## config.mk

```make
export PLATFORM = sky130hd
export DESIGN_NAME = limit_switch_door_motor_controller
export DESIGN_NICKNAME = d
export VERILOG_FILES = /design/src/hdl/dmc_pkg.sv /design/src/hdl/dmc_step.sv /design/src/hdl/limit_switch_door_motor_controller.sv
export SDC_FILE = /design/constraint.sdc
export NUM_CORES = 1
export LEC_CHECK = 0
export BUFFER_PORTS_ARGS = -buffer_cell sky130_fd_sc_hd__buf_2
export CORE_ASPECT_RATIO = 1.75
export CORE_MARGIN = 5
export CORE_UTILIZATION = 48
export CTS_CLUSTER_DIAMETER = 40
export DETAILED_ROUTE_END_ITERATION = 8
export PLACE_DENSITY = 0.66
export SYNTH_ARGS = -nofsm -noshare
export SYNTH_HDL_FRONTEND = slang
export SYNTH_SLANG_ARGS = --single-unit
```

## constraint.sdc

```tcl
create_clock -name i_clk -period 3.9 [get_ports i_clk]
set_input_delay 0.585 -clock i_clk [delete_from_list [all_inputs] [get_ports i_clk]]
set_output_delay 0.585 -clock i_clk [all_outputs]
set_load 0.05 [all_outputs]
```

## src/hdl/dmc_pkg.sv

```systemverilog
// Shared types and constants for the limit-switch door motor controller.
// Used by dmc_step and limit_switch_door_motor_controller; depends on nothing.
package dmc_pkg;

    // Motion state, one-hot.
    typedef enum logic [2:0] {
        MODE_IDLE    = 3'b001,
        MODE_OPENING = 3'b010,
        MODE_CLOSING = 3'b100
    } t_mode;

    // Move completion codes.
    localparam logic [1:0] RESULT_NONE    = 2'd0;
    localparam logic [1:0] RESULT_LIMIT   = 2'd1;
    localparam logic [1:0] RESULT_TIMEOUT = 2'd2;

    // Configuration register indexes.
    localparam logic [1:0] REG_OPEN_TIMEOUT  = 2'd0;
    localparam logic [1:0] REG_CLOSE_TIMEOUT = 2'd1;
    localparam logic [1:0] REG_DRIVE_DUTY    = 2'd2;
    localparam logic [1:0] REG_CONFIRM_TICKS = 2'd3;

    // Configuration reset values.
    localparam logic [15:0] OPEN_TIMEOUT_RST  = 16'd3500;
    localparam logic [15:0] CLOSE_TIMEOUT_RST = 16'd3400;
    localparam logic [7:0]  DRIVE_DUTY_RST    = 8'd85;
    localparam logic [7:0]  CONFIRM_TICKS_RST = 8'd50;

    // Control flags carried from tick to tick.
    typedef struct packed {
        logic       door_open;
        logic       pend_open;
        logic       pend_close;
        logic       close_fired;
        logic       open_fired;
        logic       sw_level;
        logic       limits_known;
        logic [1:0] last_limits;
        logic [7:0] confirm_count;
    } t_flags;

    // One input item.
    typedef struct packed {
        logic open_limit_n;
        logic closed_limit_n;
        logic manual_level;
        logic remote_valid;
        logic remote_open;
        logic open_window;
        logic close_window;
    } t_item;

    // Configuration register set.
    typedef struct packed {
        logic [15:0] open_timeout;
        logic [15:0] close_timeout;
        logic [7:0]  drive_duty;
        logic [7:0]  confirm_ticks;
    } t_cfg;

endpackage

```

## src/hdl/dmc_step.sv

```systemverilog
// Next-state and result logic for one tick of the door motor controller.
// Depends on dmc_pkg for the mode type, flag, item and configuration structs.
module dmc_step #(
    parameter int TIMER_WIDTH = 16
) (
    input  dmc_pkg::t_item          i_item,
    input  dmc_pkg::t_cfg           i_cfg,
    input  dmc_pkg::t_mode          i_mode,
    input  logic [TIMER_WIDTH-1:0]  i_timer,
    input  dmc_pkg::t_flags         i_flags,
    output dmc_pkg::t_mode          o_mode,
    output logic [TIMER_WIDTH-1:0]  o_timer,
    output dmc_pkg::t_flags         o_flags,
    output logic                    o_drive_open,
    output logic                    o_drive_close,
    output logic [7:0]              o_pwm_duty,
    output logic                    o_door_is_open,
    output logic                    o_report,
    output logic [1:0]              o_move_result
);

    localparam int CW = (TIMER_WIDTH > 16) ? TIMER_WIDTH : 16;
    localparam logic [CW-1:0] TMAX = CW'((64'd1 << TIMER_WIDTH) - 64'd1);
    localparam logic [TIMER_WIDTH-1:0] TIMER_FULL = {TIMER_WIDTH{1'b1}};

    logic            open_act;
    logic            closed_act;
    logic            opening;
    logic            at_limit;
    logic [CW-1:0]   limit_ext;
    logic [CW-1:0]   timer_ext;
    logic [TIMER_WIDTH-1:0] timer_inc;
    logic [1:0]      limits;

    assign open_act   = ~i_item.open_limit_n;
    assign closed_act = ~i_item.closed_limit_n;
    assign opening    = (i_mode == dmc_pkg::MODE_OPENING);
    assign at_limit   = opening ? open_act : closed_act;
    assign limits     = {i_item.closed_limit_n, i_item.open_limit_n};
    assign timer_inc  = (i_timer == TIMER_FULL) ? i_timer : i_timer + 1'b1;
    assign timer_ext  = CW'(timer_inc);

    // A timeout beyond the timer's range counts as the timer's maximum.
    always_comb begin
        logic [CW-1:0] raw;
        raw = opening ? CW'(i_cfg.open_timeout) : CW'(i_cfg.close_timeout);
        limit_ext = (raw > TMAX) ? TMAX : raw;
    end

    always_comb begin
        o_mode        = i_mode;
        o_timer       = i_timer;
        o_flags       = i_flags;
        o_report      = 1'b0;
        o_move_result = dmc_pkg::RESULT_NONE;

        unique case (i_mode) inside
            dmc_pkg::MODE_OPENING, dmc_pkg::MODE_CLOSING: begin
                o_timer = timer_inc;
                if (at_limit) begin
                    o_move_result = dmc_pkg::RESULT_LIMIT;
                end else if (timer_ext >= limit_ext) begin
                    o_move_result = dmc_pkg::RESULT_TIMEOUT;
                end
                if (o_move_result != dmc_pkg::RESULT_NONE) begin
                    o_mode            = dmc_pkg::MODE_IDLE;
                    o_timer           = '0;
                    o_flags.door_open = opening;
                    if (open_act) o_flags.door_open = 1'b1;
                    if (closed_act) o_flags.door_open = 1'b0;
                    o_report = 1'b1;
                end
            end
            default: begin
                o_mode = dmc_pkg::MODE_IDLE;
                if (!i_flags.limits_known || limits != i_flags.last_limits) begin
                    o_flags.limits_known = 1'b1;
                    o_flags.last_limits  = limits;
                    if (open_act) o_flags.door_open = 1'b1;
                    if (closed_act) o_flags.door_open = 1'b0;
                    o_report = 1'b1;
                end
                // Each scheduled trigger re-arms at the opposite limit.
                if (open_act) begin
                    o_flags.open_fired = 1'b0;
                    if (i_item.close_window && !i_flags.close_fired) begin
                        o_flags.pend_close  = 1'b1;
                        o_flags.close_fired = 1'b1;
                    end
                end
                if (closed_act) begin
                    o_flags.close_fired = 1'b0;
                    if (i_item.open_window && !i_flags.open_fired) begin
                        o_flags.pend_open  = 1'b1;
                        o_flags.open_fired = 1'b1;
                    end
                end
                if (i_item.manual_level != i_flags.sw_level) begin
                    if (i_flags.confirm_count >= i_cfg.confirm_ticks) begin
                        o_flags.sw_level      = i_item.manual_level;
                        o_flags.confirm_count = '0;
                        if (o_flags.door_open) begin
                            if (!closed_act) o_flags.pend_close = 1'b1;
                        end else begin
                            if (!open_act) o_flags.pend_open = 1'b1;
                        end
                    end else begin
                        o_flags.confirm_count = i_flags.confirm_count + 8'd1;
                    end
                end else begin
                    o_flags.confirm_count = '0;
                end
                // Close wins; a pending open waits for the next idle tick.
                if (o_flags.pend_close) begin
                    o_flags.pend_close = 1'b0;
                    o_mode             = dmc_pkg::MODE_CLOSING;
                    o_timer            = '0;
                end else if (o_flags.pend_open) begin
                    o_flags.pend_open = 1'b0;
                    o_mode            = dmc_pkg::MODE_OPENING;
                    o_timer           = '0;
                end
            end
        endcase

        if (i_item.remote_valid) begin
            if (i_item.remote_open) o_flags.pend_open = 1'b1;
            else o_flags.pend_close = 1'b1;
        end
    end

    assign o_drive_open   = (o_mode == dmc_pkg::MODE_OPENING);
    assign o_drive_close  = (o_mode == dmc_pkg::MODE_CLOSING);
    assign o_pwm_duty     = (o_mode != dmc_pkg::MODE_IDLE) ? i_cfg.drive_duty : 8'd0;
    assign o_door_is_open = o_flags.door_open;

endmodule

```

## src/hdl/limit_switch_door_motor_controller.sv

```systemverilog
// A transfer accepted at a clock edge shows its result in the result register after that edge.
// Throughput: one tick per cycle; the tick logic runs from the input port and state
// straight into the result register, and input stalls only while that register is
// full and the downstream side stalls.
// Reset (synchronous, active low): idle, door believed closed, nothing pending,
// configuration at its defaults, and the first idle tick reports the limits.
module limit_switch_door_motor_controller #(
    parameter int TIMER_WIDTH = 16
) (
    input  logic        i_clk,
    input  logic        i_rst_n,
    input  logic        i_cfg_we,
    input  logic [1:0]  i_cfg_idx,
    input  logic [15:0] i_cfg_data,
    input  logic        i_valid,
    output logic        o_stall,
    input  logic        i_open_limit_n,
    input  logic        i_closed_limit_n,
    input  logic        i_manual_level,
    input  logic        i_remote_valid,
    input  logic        i_remote_open,
    input  logic        i_open_window,
    input  logic        i_close_window,
    output logic        o_valid,
    input  logic        i_stall,
    output logic        o_drive_open,
    output logic        o_drive_close,
    output logic [7:0]  o_pwm_duty,
    output logic        o_door_is_open,
    output logic        o_report,
    output logic [1:0]  o_move_result
);

    dmc_pkg::t_cfg          r_cfg;
    dmc_pkg::t_mode         r_mode;
    dmc_pkg::t_mode         n_mode;
    logic [TIMER_WIDTH-1:0] r_timer;
    logic [TIMER_WIDTH-1:0] n_timer;
    dmc_pkg::t_flags        r_flags;
    dmc_pkg::t_flags        n_flags;
    dmc_pkg::t_item         item;

    logic       r_out_valid;
    logic       r_drive_open, r_drive_close, r_door_is_open, r_report;
    logic [7:0] r_pwm_duty;
    logic [1:0] r_move_result;
    logic       n_drive_open, n_drive_close, n_door_is_open, n_report;
    logic [7:0] n_pwm_duty;
    logic [1:0] n_move_result;
    logic       accept;

    assign o_stall = r_out_valid && i_stall;
    assign accept  = i_valid && !o_stall;

    assign item = '{open_limit_n:   i_open_limit_n,
                    closed_limit_n: i_closed_limit_n,
                    manual_level:   i_manual_level,
                    remote_valid:   i_remote_valid,
                    remote_open:    i_remote_open,
                    open_window:    i_open_window,
                    close_window:   i_close_window};

    dmc_step #(.TIMER_WIDTH(TIMER_WIDTH)) u_step (
        .i_item        (item),
        .i_cfg         (r_cfg),
        .i_mode        (r_mode),
        .i_timer       (r_timer),
        .i_flags       (r_flags),
        .o_mode        (n_mode),
        .o_timer       (n_timer),
        .o_flags       (n_flags),
        .o_drive_open  (n_drive_open),
        .o_drive_close (n_drive_close),
        .o_pwm_duty    (n_pwm_duty),
        .o_door_is_open(n_door_is_open),
        .o_report      (n_report),
        .o_move_result (n_move_result)
    );

    always_ff @(posedge i_clk) begin
        if (!i_rst_n) begin
            r_cfg <= '{open_timeout:  dmc_pkg::OPEN_TIMEOUT_RST,
                       close_timeout: dmc_pkg::CLOSE_TIMEOUT_RST,
                       drive_duty:    dmc_pkg::DRIVE_DUTY_RST,
                       confirm_ticks: dmc_pkg::CONFIRM_TICKS_RST};
        end else if (i_cfg_we) begin
            unique case (i_cfg_idx)
                dmc_pkg::REG_OPEN_TIMEOUT:  r_cfg.open_timeout  <= i_cfg_data;
                dmc_pkg::REG_CLOSE_TIMEOUT: r_cfg.close_timeout <= i_cfg_data;
                dmc_pkg::REG_DRIVE_DUTY:    r_cfg.drive_duty    <= i_cfg_data[7:0];
                dmc_pkg::REG_CONFIRM_TICKS: r_cfg.confirm_ticks <= i_cfg_data[7:0];
                default: ;
            endcase
        end
    end

    always_ff @(posedge i_clk) begin
        if (!i_rst_n) begin
            r_mode                <= dmc_pkg::MODE_IDLE;
            r_timer               <= '0;
            r_flags               <= '{sw_level: 1'b1, default: '0};
            r_out_valid           <= 1'b0;
        end else begin
            if (accept) begin
                r_mode  <= n_mode;
                r_timer <= n_timer;
                r_flags <= n_flags;
            end
            if (accept) begin
                r_out_valid <= 1'b1;
            end else if (!i_stall) begin
                r_out_valid <= 1'b0;
            end
        end
    end

    // Result register; it only loads on an accepted transfer.
    always_ff @(posedge i_clk) begin
        if (accept) begin
            r_drive_open   <= n_drive_open;
            r_drive_close  <= n_drive_close;
            r_pwm_duty     <= n_pwm_duty;
            r_door_is_open <= n_door_is_open;
            r_report       <= n_report;
            r_move_result  <= n_move_result;
        end
    end

    assign o_valid        = r_out_valid;
    assign o_drive_open   = r_drive_open;
    assign o_drive_close  = r_drive_close;
    assign o_pwm_duty     = r_pwm_duty;
    assign o_door_is_open = r_door_is_open;
    assign o_report       = r_report;
    assign o_move_result  = r_move_result;

endmodule
```

# Word level (Yosys, flattened, before mapping)
# Index checks and enable logic that the tools add are counted.
[word_totals]
register_bits = 99
inputBits = 30
output_inout_bits = 16
elab_cells = 117
[op_classes]
addsub = 2
order_cmp = 3
eq_ne = 14
muxes = 51
bitwise = 3
reduce_logical = 22
[op_table]
columns = ["operator", "count"]
rows = [
  ["16-bit two-way mux", 8],
  ["1-bit two-way mux", 26],
  ["2-bit two-way mux", 10],
  ["16-bit by 1-bit adder with 16-bit output (second input constant)", 1],
  ["16-bit == test (second input constant)", 1],
  ["16-bit greater-or-equal comparator", 1],
  ["16-bit greater-than comparator (second input constant)", 1],
  ["8-bit two-way mux", 2],
  ["3-bit two-way mux", 5],
  ["2-bit AND reduction", 6],
  ["8-bit by 1-bit adder with 8-bit output (second input constant)", 1],
  ["8-bit greater-or-equal comparator", 1],
  ["4-bit AND reduction", 2],
  ["3-bit by 2-bit == test with 1-bit output (second input constant)", 2],
  ["3-bit == test (second input constant)", 2],
  ["2-bit == test (second input constant)", 2],
  ["1-bit logical AND", 4],
  ["1-bit zero test", 4],
  ["2-bit by 1-bit inequality test with 1-bit output (second input constant)", 2],
  ["3-bit by 1-bit inequality test with 1-bit output (second input constant)", 1],
  ["1-bit inverter", 3],
  ["3-bit AND reduction", 1],
  ["3-bit nonzero test", 1],
  ["2-bit by 1-bit == test with 1-bit output (second input constant)", 1],
  ["other kinds (7)", 7],
]

# Longest topological paths before layout
[logic_depth]
word_depth = 13
depth_mapped = 14
ltp_nobuf = 12

# Modules after synthesis
# A second synthesis with hierarchy kept.
[hier_totals]
cells_unflattened = 670
hier_area_um2 = 5888.1
[by_module_without_submodules]
columns = ["mod", "instances", "cells_each", "area_per_inst_um2"]
rows = [
  ["limit_switch_door_motor_controller", 1, 362, 3806.2],
  ["dmc_step", 1, 308, 2082.0],
]

# Worst setup path before layout
# No wires, ideal clock.
[synth_timing]
path_type = "register -> register"
from = "register r_timer[8]"
to = "register r_pwm_duty[0], in the netlist o_pwm_duty[0], data pin"
t_arrival_ns = 3.233
required_ns = 3.624
setup_slack_ns = 0.391
stages_incl_launch_ff = 12
path_buffers = 0
cell_sequence = "dfxtp_1 > nand4_1 > nor4_1 > nand3_1 > mux2_2 > ha_1 > and4_1 > nand4_1 > a2111oi_2 > o41a_2 > a2bb2oi_1 > nor2b_1"
[synth_via]
elab_chain_cells = 10
elab_cells_between_ends = 11
classes_between = "1 x add/sub; 1 x order compare; 2 x eq/ne; 6 x mux; 1 x reduce/logical"
[synth_lines]
columns = ["element", "line", "rtl"]
rows = [
  ["start: declaration", "limit_switch_door_motor_controller.sv:37", "logic [TIMER_WIDTH-1:0] r_timer;"],
  ["start signal: assignment", "limit_switch_door_motor_controller.sv:106", "r_timer <= n_timer;"],
  ["16-bit by 1-bit adder with 16-bit output / 16-bit == test (equally long branches)", "dmc_step.sv:40", "assign timer_inc = (i_timer == TIMER_FULL) ? i_timer : i_timer + 1'b1;"],
  ["16-bit two-way mux *", "dmc_step.sv:40", ""],
  ["16-bit greater-or-equal comparator *", "dmc_step.sv:62", "end else if (timer_ext >= limit_ext) begin"],
  ["2-bit two-way mux *", "dmc_step.sv:62", ""],
  ["2-bit two-way mux *", "dmc_step.sv:60", "if (at_limit) begin"],
  ["2-bit two-way mux *", "dmc_step.sv:57", "unique case (i_mode) inside"],
  ["2-bit nonzero test *", "dmc_step.sv:65", "if (o_move_result != dmc_pkg::RESULT_NONE) begin"],
  ["3-bit two-way mux *", "dmc_step.sv:65", ""],
  ["3-bit two-way mux *", "dmc_step.sv:57", ""],
  ["3-bit by 1-bit inequality test with 1-bit output *", "dmc_step.sv:134", "assign o_pwm_duty = (o_mode != dmc_pkg::MODE_IDLE) ? i_cfg.drive_duty : 8'd0;"],
  ["end signal: assignment", "limit_switch_door_motor_controller.sv:122", "r_pwm_duty <= n_pwm_duty;"],
  ["end: declaration", "limit_switch_door_motor_controller.sv:45", "logic [7:0] r_pwm_duty;"],
]
# Mark *: on every way between the ends. The rest lies on a longest branch, timed or not. The select of a mux whose other input is x is not followed.
# A chain may end at the register's enable or synchronous reset.

# Final worst setup path
[layout_timing]
from = "register r_timer[1]"
to = "register r_pwm_duty[1], in the netlist o_pwm_duty[1], data pin"
# Same word-level chain as after synthesis.

==> summary.txt <==
Drt
  – Routed via count: between 4000 and 5000
  – Initial DRT Pass Iterations: 7
  – ANT nets after route: 0
  – Drt wl/cell: 17.1 um
  – DRC Markers: 0
  – Initial DRC Count: slightly above 300
  – Detailed Route WL: 13600 um
  – Drt via density: slightly below 6

Clock tree
  – Reg clk slew, reported paths: around 0.08 ns
  – Clk_lat worst skew: 0.34 ns
  – CTS Root Cell: clkbuf_16
  – Clock Tree Buf Depth: 2
  – Cts hold-fix bufs: 0
  – Htree depth: 3
  – TritonCTS clock tree: done
  – Num CTS Buffers: 9
  – Clock Sinks: between 90 and 100

Cells and area
  – Most common cell after layout, fill and taps aside: nand2_1
  – Most frequent cells in the layout: 138 x nand2_1, 84 x dfxtp_1, 59 x a21oi_1
  – Number of diodes: 0
  – Post-Layout Inst Area: approximately 6000 um^2
  – Fraction of final layout cells sized beyond drive strength 1: around 16%
  – Area Overhead vs Synth: 14.9%
  – # nets final: 718
  – Area of the multi-input gates: ~3000 um^2
  – Fillers: a little under 1000
  – Reg area: around 2100 um^2

STA
  – Worst Tran Pin Value: 0.882 ns
  – Max-slew headroom at the worst pin: about 41%
  – Min cycle time layout: 3.67 ns
  – Final setup viols: 0
  – Final hold violation count: 0
  – RSZ-0062 raised after global routing: false
  – WHS: 0.455 ns
  – Highest clock rate: ~270 MHz
  – Final period util: a little over nine tenths
  – Slew Viols, Final: 0
  – Setup Skew: 0.0105 ns

Pwr
  – Sw Share: 27.6%
  – Internal Power: 0.00168 W
  – Net Sw Power: between 0.0006 and 0.0007 W
  – Clock Power Share: approximately two fifths
  – Share of power burned in registers: a little under half
  – Combinational share of power: between 10% and 20%
  – P_leak: 2.39 nW
  – Peak VDD IR: around 0.28 mV
  – P per Cell Area: between 300 and 400 nW/um^2

Status
  – Status: complete, no violations

Min path
  – Min-delay src: r_cfg[17]$_SDFFE_PN0P_
  – Worst min-delay path category: reg2reg
  – Worst Hold Depth: 2
  – Hold path endpoint: r_cfg[17]$_SDFFE_PN0P_

Logic synthesis
  – Multiplexer share of the synthesized area: around 3.3%
  – Net Count, Synth: 672
  – Main combinational cell family by area after synthesis: simple AND/OR/NAND/NOR gates
  – Yosys warnings: 0
  – Sequential area share after synthesis: about two fifths
  – Synth Area in Adders: between 6 and 7%
  – Syn Area/Cell: ~8.4 um^2
  – Simple-gate share of the synthesized area: between 20% and 30%
  – Number of synthesized flops with an enable pin: 14
  – Yosys reg bits: between 90 and 100
  – Fraction of registers with async set/reset: 0%
  – XOR/XNOR share of the synthesized area: 2.19%
  – Compound-gate portion of the synthesized area: between 10% and 20%
  – Mapped Cells: ~620
  – Mapped Area: 5200 um^2
  – Synth cell types: 67
  – Synth Flop Type: dfxtp_1

Place
  – DP Area: 5600 um^2
  – Quantity of I/O buffers inserted on ports: 45
  – RD Place Congestion: just under 0.9
  – Detailed Place HPWL: 9950 um

Worst setup path
  – Crit-path cells: ha_1 -> nand2_1 -> nor2_1 -> nand3_1 -> mux2_2 -> ha_1 -> and4_1 -> nand4_1 -> a31oi_1 -> o41a_2 -> a2bb2oi_1 -> buf_4 -> nor2b_1
  – CP max-delay cell: a31oi_1
  – Startpoint of the worst register-to-register path: r_timer[1]$_SDFFE_PN0P_
  – Critical Path Most Common Cell: ha_1
  – Crit Path Class: reg2reg
  – Critical path required time: around 4.0 ns
  – Worst-path fanout max: 9
  – CP Launch Type: register
  – Crit path capture type: register
  – Worst R2R End: o_pwm_duty[1]$_SDFFCE_PN0P_
  – Crit-path max cell delay: ~0.43 ns
  – Worst reg2reg path depth: 13
  – Crit path max-delay family: simple AND/OR/NAND/NOR gates
  – CP bufs+invs: 1
  – R2R Setup Slk: approximately 0.23 ns
  – Crit path DAT: 3.77 ns

Floorplan
  – Die Wd: 88.7 um
  – Die Y: about 150 um
  – I/O pin total: between 40 and 50
  – Core region area: roughly 11000 um^2
  – Die area: roughly 13000 um^2
  – Row count: 50
  – Initial Util: between 40% and 50%

GRT
  – First-pass GRT wire length: between 20000 and 25000 um
  – Congestion Overflow GR: 0
  – Initial antenna violation count: 0
  – Vias in the first global route: between 4000 and 5000
  – Overall Global Routing Usage: about a fifth
  – Largest net degree at the start of global routing: 34

Job
  – MaxCap Viol Count: 0
layer usage:
layer  global-route usage, %  wire length, um  part of all wire (%)
met4                    9.08              480                   3.5
met3                    2.84              597                   4.4
met2                    37.9             7270                    54
met1                    23.6             5240                    39
met5                       0                0                     0
registers in the layout, summed over array words and instances (netlist names):
register        count
r_cfg              48
r_flags            17
r_timer            16
o_pwm_duty          8
r_mode              3
o_move_result       2
o_door_is_open      1
o_drive_close       1
o_drive_open        1
o_report            1
o_valid             1
area by class of cell:
type	instances	share of cell area [%]
timing repair buffer	66	6.62
clock buffer	9	3.77
multi-input combinational	471	48.8
sequential	99	35.6
inverter	15	0.943
clock inverter	7	1.59
tap	130	2.72
through the flow:
step | TNS, ns | util, % | setup WS (ns) | total power (W) | cells
2_1_floorplan | 0 | - | 0.391 | 0.00132 | 616
3_3_place_gp | 0 | 52.7 | 0.0424 | 0.00140 | 779
3_5_place_dp | -0.112 | 52.7 | -0.0462 | 0.00141 | 779
4_1_cts | 0 | 55.7 | 0.0607 | 0.00235 | 795
5_1_grt | 0 | 56.1 | 0.0185 | 0.00242 | 797
6_report | 0 | 56.1 | 0.232 | 0.00233 | 797
worst max path at each step:
stage,start,to,slack [ns],depth (start not counted)
2_1_floorplan,r_timer[8]$_SDFFE_PN0P_,o_pwm_duty[0]$_SDFFCE_PN0P_,0.39,11
3_3_place_gp,r_timer[10]$_SDFFE_PN0P_,r_timer[15]$_SDFFE_PN0P_,0.04,13
3_5_place_dp,r_timer[10]$_SDFFE_PN0P_,r_timer[15]$_SDFFE_PN0P_,-0.05,10
4_1_cts,r_timer[10]$_SDFFE_PN0P_,o_pwm_duty[1]$_SDFFCE_PN0P_,0.06,12
5_1_grt,r_timer[1]$_SDFFE_PN0P_,o_pwm_duty[1]$_SDFFCE_PN0P_,0.02,13
6_report,r_timer[1]$_SDFFE_PN0P_,o_pwm_duty[1]$_SDFFCE_PN0P_,0.23,13
logic make-up (layout without fill, tap and decap cells):
family	count (synthesis)	in the layout
AOI/OAI and AO/OA	129	129
buffers and inverters	46	97
and+or+nand+nor	286	286
DFF	99	99
adders and majority gates	26	26
muxes	17	17
xor gates and xnor gates	13	13
worst reg2reg max path: cells and delay by family, from the launching register on:
family / cells / cell delay, ns
AOI/OAI and AO/OA: 3 / 0.87
buffers and inverters: 1 / 0.21
adders and majority gates: 2 / 0.55
and+or+nand+nor: 6 / 1.11
muxes: 1 / 0.32
DFF: 1 / 0.38
power groups by stage:
stage	Clock [W]	Combinational [W]	Sequential [W]
after floorplan	0	0.000154	0.00116
after global placement	0	0.000277	0.00112
after detailed placement	0	0.000283	0.00113
after CTS	0.000962	0.000285	0.00110
after global routing	0.00100	0.000309	0.00111
final	0.000940	0.000285	0.00110
synth_stat cells (all sizes together) (7+ instances only):
cell type / count / area (um^2)
nand2: 138 / 518
o21ai: 14 / 70.1
xnor2: 7 / 61.3
ha: 26 / 325
inv: 14 / 52.6
clkbuf: 25 / 114
nor2b: 11 / 68.8
nand4: 9 / 56.3
nor3: 9 / 50.1
nand3: 45 / 225
edfxtp: 14 / 420
a21oi: 59 / 295
dfxtp: 85 / 1700
nor2: 27 / 101
a31oi: 12 / 81.3
mux2i: 15 / 150
repair_timing:
item                                    in CTS  in global routing
endpoints found under the hold margin        0                  0
pin swaps                                    0                  3
buffers inserted                             0                  2
endpoints found under the setup margin      11                 18
gates resized for setup                      1                  5
No activity file was read; power rests on OpenSTA's default activity.
